`config.mk`:
```
export PLATFORM = sky130hd
export DESIGN_NAME = prf_paeth
export DESIGN_NICKNAME = d
export VERILOG_FILES = /design/src/design/prf_pkg.sv /design/src/design/prf_paeth.sv
export SDC_FILE = /design/constraint.sdc
export NUM_CORES = 1
export LEC_CHECK = 0
export BUFFER_PORTS_ARGS = -buffer_cell sky130_fd_sc_hd__buf_2
export CORE_ASPECT_RATIO = 1.5
export CORE_MARGIN = 3
export CORE_UTILIZATION = 65
export DETAILED_ROUTE_END_ITERATION = 16
export PLACE_DENSITY = 0.92
export SYNTH_ARGS = -nofsm -noshare
export SYNTH_HDL_FRONTEND = slang
export SYNTH_SLANG_ARGS = --single-unit
```
`constraint.sdc`:
```
create_clock -name vclk -period 11.2
set_input_delay 0.56 -clock vclk [all_inputs]
set_output_delay 0.56 -clock vclk [all_outputs]
set_load 0.02 [all_outputs]
```
`src/design/prf_pkg.sv`:
```
// shared types and constants for the paeth residual filter
// no dependencies; imported by the interfaces and all modules
`default_nettype none

package prf_pkg;

  localparam int MAX_WIDTH = 4096;
  localparam int COL_W     = $clog2(MAX_WIDTH);

  localparam int WIDTH_W   = 13;
  localparam int HEIGHT_W  = 16;
  localparam int PLANES_W  = 8;
  localparam int CFG_IDX_W = 2;
  localparam int CFG_DAT_W = 16;

  typedef logic [15:0]          sample_t;
  typedef logic [COL_W-1:0]     col_t;
  typedef logic [WIDTH_W-1:0]   width_t;
  typedef logic [HEIGHT_W-1:0]  height_t;
  typedef logic [PLANES_W-1:0]  planes_t;
  typedef logic [CFG_IDX_W-1:0] cfg_idx_t;
  typedef logic [CFG_DAT_W-1:0] cfg_dat_t;

  localparam cfg_idx_t CFG_IMAGE_WIDTH  = 2'd0;
  localparam cfg_idx_t CFG_IMAGE_HEIGHT = 2'd1;
  localparam cfg_idx_t CFG_PLANE_COUNT  = 2'd2;

  localparam width_t  WIDTH_RST  = width_t'(MAX_WIDTH);
  localparam height_t HEIGHT_RST = height_t'(1);
  localparam planes_t PLANES_RST = planes_t'(1);

  // position of an item within the image, carried down the pipeline
  typedef struct packed {
    logic first_row;
    logic first_col;
    logic plane_end;
    logic image_end;
  } pos_t;

endpackage

`default_nettype wire

```
`src/design/prf_paeth.sv`:
```
// paeth prediction from left, up and upper-left samples
// depends on prf_pkg
`default_nettype none

module prf_paeth (
  input  prf_pkg::sample_t a,
  input  prf_pkg::sample_t b,
  input  prf_pkg::sample_t c,
  output prf_pkg::sample_t pred
);
  import prf_pkg::*;

  logic signed [17:0] da_s, db_s, dc_s;
  logic        [16:0] da, db, dc;

  // p - a = b - c, p - b = a - c, p - c = a + b - 2c
  assign da_s = $signed({2'b00, b}) - $signed({2'b00, c});
  assign db_s = $signed({2'b00, a}) - $signed({2'b00, c});
  assign dc_s = $signed({2'b00, a}) + $signed({2'b00, b}) - $signed({1'b0, c, 1'b0});

  assign da = da_s[17] ? 17'(-da_s) : da_s[16:0];
  assign db = db_s[17] ? 17'(-db_s) : db_s[16:0];
  assign dc = dc_s[17] ? 17'(-dc_s) : dc_s[16:0];

  always_comb begin
    if (da <= db && da <= dc) begin
      pred = a;
    end else if (db <= dc) begin
      pred = b;
    end else begin
      pred = c;
    end
  end

endmodule

`default_nettype wire
```
# [Word level (Yosys, flattened, before mapping)]
# Index checks and enable logic that the tools add are counted.
[classes] reduce_logical=1 muxes=5 n_lt_le_gt_ge=3 n_addsub=7
[ops] op="<= comparator 17 bit" count=3
[ops] op="2-to-1 mux 17 bit" count=3
[ops] op="negator 17 bit" count=3
[ops] op="subtractor 16 x 16 -> 17 bit" count=2
[ops] op="2-to-1 mux 16 bit" count=2
[ops] op="subtractor 17 x 17 -> 18 bit" count=1
[ops] op="adder 16 x 16 -> 17 bit" count=1
[ops] op="logical AND 1 bit" count=1
[word_totals] out_inout_bits=16 inputBits=48 wordCells=16 ff_bits=0

# [Logic depth before layout (Yosys ltp)]
# Gate-level depths: netlist of the first run.
[logic_depth] ltp_word=7 ltp_mapped=27 depth_no_buf=24

# [Least setup slack after synthesis of the first run]
# OpenSTA, ideal clock, no wires.
[synth_timing] path_kind="input to output" start="input a[2]" end="output pred[10]" setup_slack_ps=4488 path_buffers=1 stages=22 arrival_ps=6152 required_ps=10640 path_cell_list="inv_1 > fa_1 > inv_1 > ha_1 > nor2b_4 > o2111a_1 > or4_4 > a41o_1 > or4_4 > nor3_1 > nand3_1 > o41ai_1 > xor2_1 > xnor2_1 > ha_1 > nand4_1 > nor4_1 > nand2_1 > o311ai_1 > buf_6 > o21ai_1 > a31oi_1"
[synth_via] elab_chain_len=7 word_cells_on_any_way=13
[synth_lines] element="start: declaration" line="prf_paeth.sv:6" source="input prf_pkg::sample_t a,"
[synth_lines] element="adder 16 x 16 -> 17 bit" line="prf_paeth.sv:19" source="assign dc_s = $signed({2'b00, a}) + $signed({2'b00, b}) - $signed({1'b0, c, 1'b0});"
[synth_lines] element="subtractor 17 x 17 -> 18 bit" line="prf_paeth.sv:19"
[synth_lines] element="negator 17 bit" line="prf_paeth.sv:23" source="assign dc = dc_s[17] ? 17'(-dc_s) : dc_s[16:0];"
[synth_lines] element="2-to-1 mux 17 bit" line="prf_paeth.sv:23"
[synth_lines] element="<= comparator 17 bit (on tied branches)" line="prf_paeth.sv:28, prf_paeth.sv:26"
[synth_lines] element="2-to-1 mux 16 bit / logical AND 1 bit (equally long branches)" line="prf_paeth.sv:28, prf_paeth.sv:26"
[synth_lines] element="2-to-1 mux 16 bit *" line="prf_paeth.sv:26" source="if (da <= db && da <= dc) begin"
[synth_lines] element="end: declaration" line="prf_paeth.sv:9" source="output prf_pkg::sample_t pred"
# Mark *: on every way between the ends. The rest lies on a longest branch, timed or not.

# [Worst setup path after layout of the first run]
[layout_timing] start="input a[2]" end="output pred[5]"
# Same word-level chain as after synthesis.

==> results of run 1 <==
-- logic make-up after synthesis --
family	share of synthesized area, %
AO/OA/AOI/OAI	31.4
XOR/XNOR	11.9
adder cells (fa/ha/maj)	26.7
buffers and inverters	8.86
multiplexers	0.682
AND/OR/NAND/NOR	20.5
-- cells in the mapped netlist, types with 3 or more instances --
| cell | count |
|---|---|
| sky130_fd_sc_hd__o311ai_1 | 3 |
| sky130_fd_sc_hd__nand3_1 | 34 |
| sky130_fd_sc_hd__o31a_1 | 3 |
| sky130_fd_sc_hd__nor2_1 | 36 |
| sky130_fd_sc_hd__o211ai_1 | 3 |
| sky130_fd_sc_hd__a211o_1 | 3 |
| sky130_fd_sc_hd__nand2b_1 | 7 |
| sky130_fd_sc_hd__and4_1 | 5 |
| sky130_fd_sc_hd__nor4_1 | 4 |
| sky130_fd_sc_hd__fa_1 | 17 |
| sky130_fd_sc_hd__a21boi_0 | 3 |
| sky130_fd_sc_hd__nor3_1 | 17 |
| sky130_fd_sc_hd__ha_1 | 98 |
| sky130_fd_sc_hd__o31ai_1 | 9 |
| sky130_fd_sc_hd__or2_2 | 7 |
| sky130_fd_sc_hd__a21oi_1 | 64 |
| sky130_fd_sc_hd__o41ai_1 | 4 |
| sky130_fd_sc_hd__a31oi_1 | 23 |
| sky130_fd_sc_hd__or3_1 | 9 |
| sky130_fd_sc_hd__nor2b_1 | 10 |
| sky130_fd_sc_hd__o21ai_0 | 31 |
| sky130_fd_sc_hd__buf_6 | 3 |
| sky130_fd_sc_hd__xnor2_1 | 46 |
| sky130_fd_sc_hd__mux2i_1 | 4 |
| sky130_fd_sc_hd__xor2_1 | 31 |
| sky130_fd_sc_hd__o21ai_1 | 22 |
| sky130_fd_sc_hd__o21bai_1 | 9 |
| sky130_fd_sc_hd__and3_1 | 9 |
| sky130_fd_sc_hd__nand4_1 | 19 |
| sky130_fd_sc_hd__a211oi_1 | 10 |
| sky130_fd_sc_hd__a21o_1 | 31 |
| sky130_fd_sc_hd__inv_1 | 113 |
| sky130_fd_sc_hd__o211a_1 | 3 |
| sky130_fd_sc_hd__o21a_1 | 10 |
| sky130_fd_sc_hd__or4_1 | 5 |
| sky130_fd_sc_hd__and2_1 | 12 |
| sky130_fd_sc_hd__clkbuf_1 | 11 |
| sky130_fd_sc_hd__nand2_1 | 36 |
| sky130_fd_sc_hd__o2111ai_1 | 8 |
-- final timing paths --
kind / endpoint / slack (ps) / cells after the start
max: pred[5] / 3720 / 22
min: pred[15] / 1520 / 4
-- report_power, final --
part | internal (mW) | switching, mW
Combinational | 0.508 | 0.868
Sequential | 0 | 0
Clock | 0 | 0
-- layout by cell type (no fill, tap or decap), types with 12 or more instances in the layout --
cell and instances:
sky130_fd_sc_hd__ha_1 98, sky130_fd_sc_hd__a21o_1 31, sky130_fd_sc_hd__o21ai_0 31, sky130_fd_sc_hd__nand2_1 36, sky130_fd_sc_hd__inv_1 113, sky130_fd_sc_hd__a21oi_1 64
sky130_fd_sc_hd__nand4_1 19, sky130_fd_sc_hd__nor3_1 17, sky130_fd_sc_hd__nor2_1 36, sky130_fd_sc_hd__xnor2_1 46, sky130_fd_sc_hd__buf_2 64, sky130_fd_sc_hd__xor2_1 31
sky130_fd_sc_hd__fa_1 17, sky130_fd_sc_hd__a31oi_1 23, sky130_fd_sc_hd__nand3_1 34, sky130_fd_sc_hd__o21ai_1 22, sky130_fd_sc_hd__and2_1 12
-- final cells by class --
cell class	instances	area [um2]	share of cell area, %
Timing Repair Buffer	69	358	5.70
Inverter	113	424	6.76
Tap cell	107	134	2.13
Multi-Input combinational cell	686	5360	85.4
-- tightest hold or removal path, stage by stage --
cell and delay (ps):
sky130_fd_sc_hd__buf_2 110, sky130_fd_sc_hd__nand3_1 60, sky130_fd_sc_hd__a31oi_1 70, sky130_fd_sc_hd__buf_2 160
-- per-layer routing --
metal,part of all wire (%),GRT usage (%),vias up,routed length (um)
li1,-,-,3109,-
met1,38,39.2,3008,6790
met2,50,64.3,330,8940
met3,5.9,1.95,90,1070
met4,6.4,19.5,0,1160
met5,0,0,-,0
-- stage by stage --
stage	setup WS, ps	power, mW	hold slack, ps
3_5_place_dp	3790	1.35	1520
4_1_cts	3780	1.36	1520
2_1_floorplan	4490	1.01	1320
5_1_grt	3320	1.51	1550
3_3_place_gp	3860	1.32	1510
6_report	3720	1.38	1520
==> impl_summary.txt, run 1 <==
----------------------------------------------------
[Logic synthesis]
  Seq/Total Area, Yosys ... 0%
  Cell area after technology mapping ... 5870 um2
  Synth unique cells ... 73
  Area share of the largest cell type after synthesis ... between 20% and 30%
  Warnings, synthesis ... 0
  Largest area contributor in the netlist ... sky130_fd_sc_hd__ha_1
  Synth Net Count ... 980
  Leading cell types by total area after synthesis ... sky130_fd_sc_hd__ha_1 (21%), sky130_fd_sc_hd__inv_1 (7.2%), sky130_fd_sc_hd__xnor2_1 (6.9%)
  Post-Syn Instances ... just over 800
  Post-synthesis average cell area ... 7.19 um2

[Placed design]
  Port Buffers ... 64
  Dpl cell area ... 6280 um2
  Cell Count Post-Placement ... roughly 1,000
  Post-DP HPWL ... 15.5 mm
  Placer Congestion ... 0.983

[Setup path]
  Delay of the slowest critical-path stage ... 620 ps
  Largest driver fanout on the critical path ... 17
  Cell with the biggest individual delay on the critical path ... sky130_fd_sc_hd__nand4b_2
  WS Path Type ... input pin to output pin
  Worst endpoint data arrival time ... about 6900 ps
  Critical Path Source ... a[2]
  Critical path data required time ... 10,640 ps
  Cells along the critical path ... buf_2 > inv_1 > fa_1 > inv_1 > ha_1 > nor2b_4 > o2111a_1 > or4_4 > a41o_1 > or4_4 > nor3_1 > nand3_1 > o41ai_1 > xor2_1 > xnor2_1 > ha_1 > and4_1 > o21ai_1 > nand4b_2 > and2_1 > a31oi_1 > buf_2
  Nature of the critical path startpoint ... input pin
  Critical Path End Type ... output pin
  Family with the most delay on the worst path ... simple AND/OR/NAND/NOR gates
  CP bufs+invs ... 4

[Die]
  Initial cell density of the core ... 68.2%
  Core ar. ... 8620 um2
  Die Y-Extent ... 122 um
  Width of the die ... 83.6 um
  Top-Level Pins ... 64
  Number of rows in the core area ... 41
  Die area ... 10,200 um2

[GRT]
  Wire length of the first global-routing pass ... 29.6 mm
  Grt total ovfl ... 0
  Pin count of the biggest net entering global routing ... 19
  Overall Global Routing Usage ... 34.7%
  Initial antenna violation count ... 0
  Vias in the first global route ... approximately 6,500

[Timing]
  Final clock period utilization by the worst path ... 66.8%
  Peak Freq ... 134 MHz
  Final Setup Violations ... 0
  Max-Slew Margin vs Limit ... a little under a third
  Accumulated negative setup slack ... 0 ps
  Number of hold violations in the final report ... 0
  Unrepaired setup endpoints after global routing ... no
  Total count of max-transition violations in the final report ... 0
  Slew @ Worst Pin ... 1020 ps
  Minimum clock period after layout ... 7480 ps

[Power]
  VDD IR-drop max ... 0.176 mV
  Power per Cell Area ... 219 nW/um2
  P_leak ... between 3 and 4 nW

[Drt]
  Via Count ... 6,537
  Mean number of vias per cell ... 6.70
  Initial drt markers ... 582
  Remaining number of nets flagged by the antenna check after routing ... 0
  Routed length per placed instance ... 18.4 um
  Final WL ... 17.9 mm
  First-pass iteration count of the detailed router ... 5
  Number of remaining DRC errors ... 0

[Cells and area]
  Number of nets at the end of the flow ... 1,033
  Fraction of layout instances using a drive strength above 1 ... 10.5%
  Filler Cell Count ... around 720
  Area added between synthesis and finish ... 6.86%
  Non-filler instance count after layout ... roughly 980
  Sequential cells ... 0
  Number of diodes ... 0
  Total non-filler cell area in the finished layout ... around 6300 um2
  End-of-flow core utilization ... 72.8%
  Layout clock buffer count ... 0
  Register cell area after layout ... 0 um2

[CTS]
  Resized Gates After CTS ... 0
  Cts-stage hold buffer count ... 0
  Setup Fix Bufs, Post-CTS ... 0

[Min path]
  Class of the worst hold path ... input pin to output pin
  Launch instance of the worst min-delay path ... c[15]

[Job]
  Max-cap viol count ... 0

[Run status]
  Status ... complete, no violations

----------------------------------------------------
Note: power is estimated with default switching activity, not from simulation.
==> run 2: changes to the inputs <==
--- a/config.mk
+++ b/config.mk
@@ -8,9 +8,9 @@
 export BUFFER_PORTS_ARGS = -buffer_cell sky130_fd_sc_hd__buf_2
 export CORE_ASPECT_RATIO = 1.5
 export CORE_MARGIN = 3
-export CORE_UTILIZATION = 65
+export CORE_UTILIZATION = 57
 export DETAILED_ROUTE_END_ITERATION = 16
-export PLACE_DENSITY = 0.92
+export PLACE_DENSITY = 0.86
 export SYNTH_ARGS = -nofsm -noshare
 export SYNTH_HDL_FRONTEND = slang
 export SYNTH_SLANG_ARGS = --single-unit
==> constraint.sdc (replaced) <==
create_clock -name vclk -period 6.7
set_input_delay 0.335 -clock vclk [all_inputs]
set_output_delay 0.335 -clock vclk [all_outputs]
set_load 0.02 [all_outputs]
==> run 2 against run 1 <==
Effect of this change:
- critical path depth rose by 4
- global-route usage fell by 3.5 points
- setup slack got worse by 3400 ps
==> impl_summary.txt, run 2 (synthesis results as in run 1) <==
----------------------------------------------------
[Drt]
  Remaining number of nets flagged by the antenna check after routing ... 0 (unchanged)
  Number of remaining DRC errors ... 0 (unchanged)
  Routed length per placed instance ... 18.8 um (+2.1%)
  First-pass iteration count of the detailed router ... 5 (unchanged)
  Final WL ... 18.8 mm (+4.8%)
  Via Count ... 6,637 (+1.5%)
  Mean number of vias per cell ... 6.63 (-1.1%)
  Initial drt markers ... 546 (-6.2%)

[Setup path]
  Worst endpoint data arrival time ... 6090 ps (-830 ps)
  Critical Path Source ... a[3]
  Largest driver fanout on the critical path ... 8 (-9)
  Critical path data required time ... 6360 ps (-4280 ps)
  Endpoint of the worst setup timing path ... pred[12]
  Critical Path End Type ... output pin
  WS Path Type ... input pin to output pin
  Nature of the critical path startpoint ... input pin

[Placed design]
  Port Buffers ... 64 (unchanged)
  Placer Congestion ... 0.942 (-4.2%)
  Post-DP HPWL ... 15.3 mm (-1.3%)

[GRT]
  Overall Global Routing Usage ... 31.2% (-3.5 points)
  Grt total ovfl ... 0 (unchanged)
  Initial antenna violation count ... 0 (unchanged)
  Wire length of the first global-routing pass ... 29.0 mm (-2.1%)
  Pin count of the biggest net entering global routing ... 17 (-2)
  Vias in the first global route ... 6,177 (-4.7%)

[Cells and area]
  Number of diodes ... 0 (unchanged)
  Area of combinational cells with multiple inputs ... 5510 um2 (+2.8%)
  Fraction of layout instances using a drive strength above 1 ... 13.8% (+3.3 points)
  Sequential cells ... 0 (unchanged)
  Number of nets at the end of the flow ... 1,051 (+1.7%)
  Filler Cell Count ... 822 (+14%)
  Area added between synthesis and finish ... 12.1%
  Most common cell after layout, fill and taps aside ... sky130_fd_sc_hd__inv_1
  Register cell area after layout ... 0 um2 (unchanged)
  Highest-count cells in the layout ignoring fill and taps ... sky130_fd_sc_hd__inv_1 (113), sky130_fd_sc_hd__ha_1 (97), sky130_fd_sc_hd__a21oi_1 (63), sky130_fd_sc_hd__buf_2 (63), sky130_fd_sc_hd__xnor2_1 (45)
  Layout clock buffer count ... 0 (unchanged)

[Die]
  Number of rows in the core area ... 44 (+7.3%)
  Die Y-Extent ... 130 um (+6.5%)
  Initial cell density of the core ... 59.6% (-8.6 points)
  Top-Level Pins ... 64 (unchanged)
  Width of the die ... 88.9 um (+6.3%)
  Die area ... 11,600 um2 (+13%)
  Core ar. ... 9850 um2 (+14%)

[Timing]
  Slew @ Worst Pin ... 765 ps (-253 ps)
  Accumulated negative setup slack ... 0 ps (unchanged)
  Minimum clock period after layout ... 6430 ps
  Final clock period utilization by the worst path ... 95.9%
  Peak Freq ... 156 MHz
  Max-Slew Margin vs Limit ... 48.8% (+18 points)
  Number of hold violations in the final report ... 0 (unchanged)
  Total count of max-transition violations in the final report ... 0 (unchanged)
  Final Setup Violations ... 0 (unchanged)

[Run status]
  Status ... complete, no violations

[Power]
  Power Total ... 2.53 mW (+84%)
  VDD IR-drop max ... 0.293 mV (+67%)
  Power per Cell Area ... 385 nW/um2 (+76%)
  P_leak ... 3.26 nW (+4.5%)

[Min path]
  Class of the worst hold path ... input pin to output pin

[Job]
  Max-cap viol count ... 0 (unchanged)

----------------------------------------------------
-- run 2: timing repair --
item / CTS / global route
resized for setup: 1 / 25
endpoints found under the hold margin: 0 / 0
cloned: 0 / 2
setup buffers: 0 / 3
pin swaps: 0 / 12
hold buffers: 0 / 0
setup endpoints to repair: 16 / 16
-- run 2: metal layers --
layer | GRT usage [%] | part of all wire (%) | up-vias
met5 | 0 | 0 | -
met4 | 16.6 | 6.8 | 0
met3 | 1.01 | 7.0 | 93
met2 | 53.5 | 48 | 317
met1 | 38.8 | 38 | 3064
li1 | - | - | 3163
-- run 2: worst min path at each step --
stage	start	slack [ps]	to	cells after the start
detailed placement	c[15]	1050	pred[15]	4
floorplan	a[10]	870	pred[10]	2
finish	c[15]	1050	pred[15]	4
global placement	c[15]	1050	pred[15]	4
global route	c[1]	1100	pred[1]	4
CTS	c[15]	1050	pred[15]	4
-- run 2: per-stage QoR --
stage               util [%]  hold slack [ps]  cells  worst slack, ps  cell area [um2]
detailed placement      64.9             1050    996             -106             6400
CTS                     65.0             1050    996             47.7             6400
floorplan                  -              870    817              438             5870
global route            66.8             1100   1001            -77.2             6590
global placement        64.9             1050    996             -104             6400
finish                  66.8             1050   1001              273             6590
-- run 2: where the power goes --
group	total (mW)	switching (mW)	internal [mW]
Clock	0	0	0
Sequential	0	0	0
Combinational	2.53	1.57	0.960
-- run 2: worst max-delay path: stages --
cell and delay, ps:
sky130_fd_sc_hd__buf_2 110, sky130_fd_sc_hd__inv_1 60, sky130_fd_sc_hd__fa_1 530, sky130_fd_sc_hd__inv_1 40, sky130_fd_sc_hd__ha_1 380, sky130_fd_sc_hd__o21ai_1 270, sky130_fd_sc_hd__a221oi_1 140, sky130_fd_sc_hd__or3_1 340
sky130_fd_sc_hd__and2_1 210, sky130_fd_sc_hd__or4_4 590, sky130_fd_sc_hd__nor3_4 160, sky130_fd_sc_hd__nand3_2 140, sky130_fd_sc_hd__o41ai_4 400, sky130_fd_sc_hd__xor2_1 210, sky130_fd_sc_hd__xnor2_1 110, sky130_fd_sc_hd__ha_1 320
sky130_fd_sc_hd__nand4_1 80, sky130_fd_sc_hd__buf_4 160, sky130_fd_sc_hd__nor4_4 200, sky130_fd_sc_hd__buf_4 180, sky130_fd_sc_hd__nand2_2 110, sky130_fd_sc_hd__o311ai_4 340, sky130_fd_sc_hd__buf_6 220, sky130_fd_sc_hd__o21ai_1 90
sky130_fd_sc_hd__a31oi_1 160, sky130_fd_sc_hd__buf_2 180
-- run 2: cell type report --
| cell class | instances | area share, % |
|---|---|---|
| Multi-Input combinational cell | 687 | 83.7 |
| Tap cell | 115 | 2.19 |
| Inverter | 113 | 6.44 |
| Timing Repair Buffer | 86 | 7.71 |
==> run 3: changes to the inputs <==
--- a/config.mk
+++ b/config.mk
@@ -10,7 +10,7 @@
 export CORE_MARGIN = 3
 export CORE_UTILIZATION = 57
 export DETAILED_ROUTE_END_ITERATION = 16
-export PLACE_DENSITY = 0.86
+export PLACE_DENSITY = 0.81
 export SYNTH_ARGS = -nofsm -noshare
 export SYNTH_HDL_FRONTEND = slang
 export SYNTH_SLANG_ARGS = --single-unit
==> run 3 against run 2 <==
Effect of this change:
- cell count barely moved
- sequential cell count unchanged
- non-clock buffer count is 2 higher
- critical path type unchanged
- hold slack got worse by 1.8 ps
==> impl_summary.txt, run 3 (synthesis results as in run 1) <==
----------------------------------------------------
[Timing]
  Final worst-path setup slack ... 340 ps (+66.5 ps)
  Total count of max-transition violations in the final report ... 0 (unchanged)
  Final clock period utilization by the worst path ... 94.9% (-0.99 points)
  Minimum clock period after layout ... 6360 ps (-66.5 ps)
  Final Setup Violations ... 0 (unchanged)
  Number of hold violations in the final report ... 0 (unchanged)
  Max-Slew Margin vs Limit ... 41.9% (-6.9 points)
  Peak Freq ... 157 MHz (+1.0%)
  Slew @ Worst Pin ... 861 ps (+95.9 ps)

[Setup path]
  Largest driver fanout on the critical path ... 11 (+3)
  Cell with the biggest individual delay on the critical path ... sky130_fd_sc_hd__or4_1
  Critical path data required time ... 6360 ps (about the same)
  Critical Path End Type ... output pin
  WS Path Type ... input pin to output pin
  Worst endpoint data arrival time ... 6030 ps (-60 ps)
  Delay of the slowest critical-path stage ... 540 ps (-50 ps)
  Nature of the critical path startpoint ... input pin

[Power]
  P_leak ... 3.23 nW (-0.99%)
  Power Total ... 2.42 mW (-4.5%)
  Power per Cell Area ... 373 nW/um2 (-3.0%)
  VDD IR-drop max ... 0.251 mV (-14%)

[Cells and area]
  Highest-count cells in the layout ignoring fill and taps ... sky130_fd_sc_hd__inv_1 (113), sky130_fd_sc_hd__ha_1 (98), sky130_fd_sc_hd__a21oi_1 (64), sky130_fd_sc_hd__buf_2 (64), sky130_fd_sc_hd__xnor2_1 (46)
  Most common cell after layout, fill and taps aside ... sky130_fd_sc_hd__inv_1
  Filler Cell Count ... 927 (+13%)
  Sequential cells ... 0 (unchanged)
  Number of nets at the end of the flow ... 1,052 (+0.095%)
  Layout clock buffer count ... 0 (unchanged)
  Area added between synthesis and finish ... 10.4%
  Fraction of layout instances using a drive strength above 1 ... 13.0% (-0.80 points)
  Non-filler instance count after layout ... 1,002 (+0.10%)
  Total non-filler cell area in the finished layout ... 6480 um2 (-1.5%)
  Number of diodes ... 0 (unchanged)
  Register cell area after layout ... 0 um2 (unchanged)

[Placed design]
  Worst setup slack after placement ... 212 ps (+318 ps)
  Dpl cell area ... 6430 um2 (+0.59%)
  Port Buffers ... 64 (unchanged)
  Post-DP HPWL ... 15.4 mm (+0.27%)
  Placer Congestion ... 0.937 (-0.49%)
  Cell Count Post-Placement ... 1,001 (+0.50%)

[Drt]
  Via Count ... 6,423 (-3.2%)
  Initial drt markers ... 356 (-35%)
  Mean number of vias per cell ... 6.41 (-3.3%)
  Number of remaining DRC errors ... 0 (unchanged)
  Remaining number of nets flagged by the antenna check after routing ... 0 (unchanged)
  Routed length per placed instance ... 17.9 um (-4.5%)
  First-pass iteration count of the detailed router ... 5 (unchanged)
  Final WL ... 18.0 mm (-4.5%)

[Run status]
  Status ... complete, no violations

[GRT]
  Overall Global Routing Usage ... 31.1% (-0.12 points)
  Initial antenna violation count ... 0 (unchanged)
  Grt total ovfl ... 0 (unchanged)
  Vias in the first global route ... 6,114 (-1.0%)
  Pin count of the biggest net entering global routing ... 17 (unchanged)
  Wire length of the first global-routing pass ... 28.7 mm (-0.95%)

[Job]
  Max-cap viol count ... 0 (unchanged)

[Die]
  Initial cell density of the core ... 59.6% (unchanged)
  Die Y-Extent ... 130 um (unchanged)
  Die area ... 11,600 um2 (unchanged)
  Core ar. ... 9850 um2 (unchanged)
  Top-Level Pins ... 64 (unchanged)
  Width of the die ... 88.9 um (unchanged)
  Number of rows in the core area ... 44 (unchanged)

[Min path]
  Class of the worst hold path ... input pin to output pin

----------------------------------------------------
## run 3: path summary, 6_finish.rpt
check	start	endpoint	slack (ps)	cells past startpoint
worst min-delay path	c[15]	pred[15]	1050	4
worst max-delay path	a[0]	pred[11]	340	25
## run 3: metal layers
metal / routed length, um / GRT usage, % / part of all wire (%)
met2: 8950 / 56.2 / 50
met3: 864 / 1.01 / 4.8
met5: 0 / 0 / 0
met1: 7250 / 37.9 / 40
met4: 905 / 12.5 / 5.0
## run 3: what timing repair did
item,in CTS,in global routing
setup endpoints to repair,0,16
setup buffers,0,1
endpoints found under the hold margin,0,0
hold buffers,0,0
resized for setup,0,10
## run 3: layout make-up
class | count | area (um2) | share of cell area (%)
Inverter | 113 | 424 | 6.54
Multi-Input combinational cell | 686 | 5400 | 83.3
Tap cell | 115 | 144 | 2.22
Timing Repair Buffer | 88 | 517 | 7.97
## run 3: where the power goes
| part | switching, mW | internal (mW) | leakage, nW | total, mW |
|---|---|---|---|---|
| clock network | 0 | 0 | 0 | 0 |
| registers | 0 | 0 | 0 | 0 |
| logic | 1.49 | 0.930 | 3.23 | 2.42 |
| total | 1.49 | 0.930 | 3.23 | 2.42 |
## run 3: critical path: cells and delay by family
| kind | cells | cell delay (ps) |
|---|---|---|
| compound gates | 9 | 2190 |
| buf+inv | 6 | 770 |
| fa+ha+maj | 3 | 940 |
| simple gates | 6 | 1380 |
| xor+xnor | 1 | 390 |
## run 3: metrics by stage
stage,hold slack (ps),TNS (ps),util [%]
4_1_cts,1050,0,65.3
5_1_grt,1090,-1.44,65.8
2_1_floorplan,870,0,-
3_3_place_gp,1050,0,65.3
6_report,1050,0,65.8
3_5_place_dp,1050,0,65.3
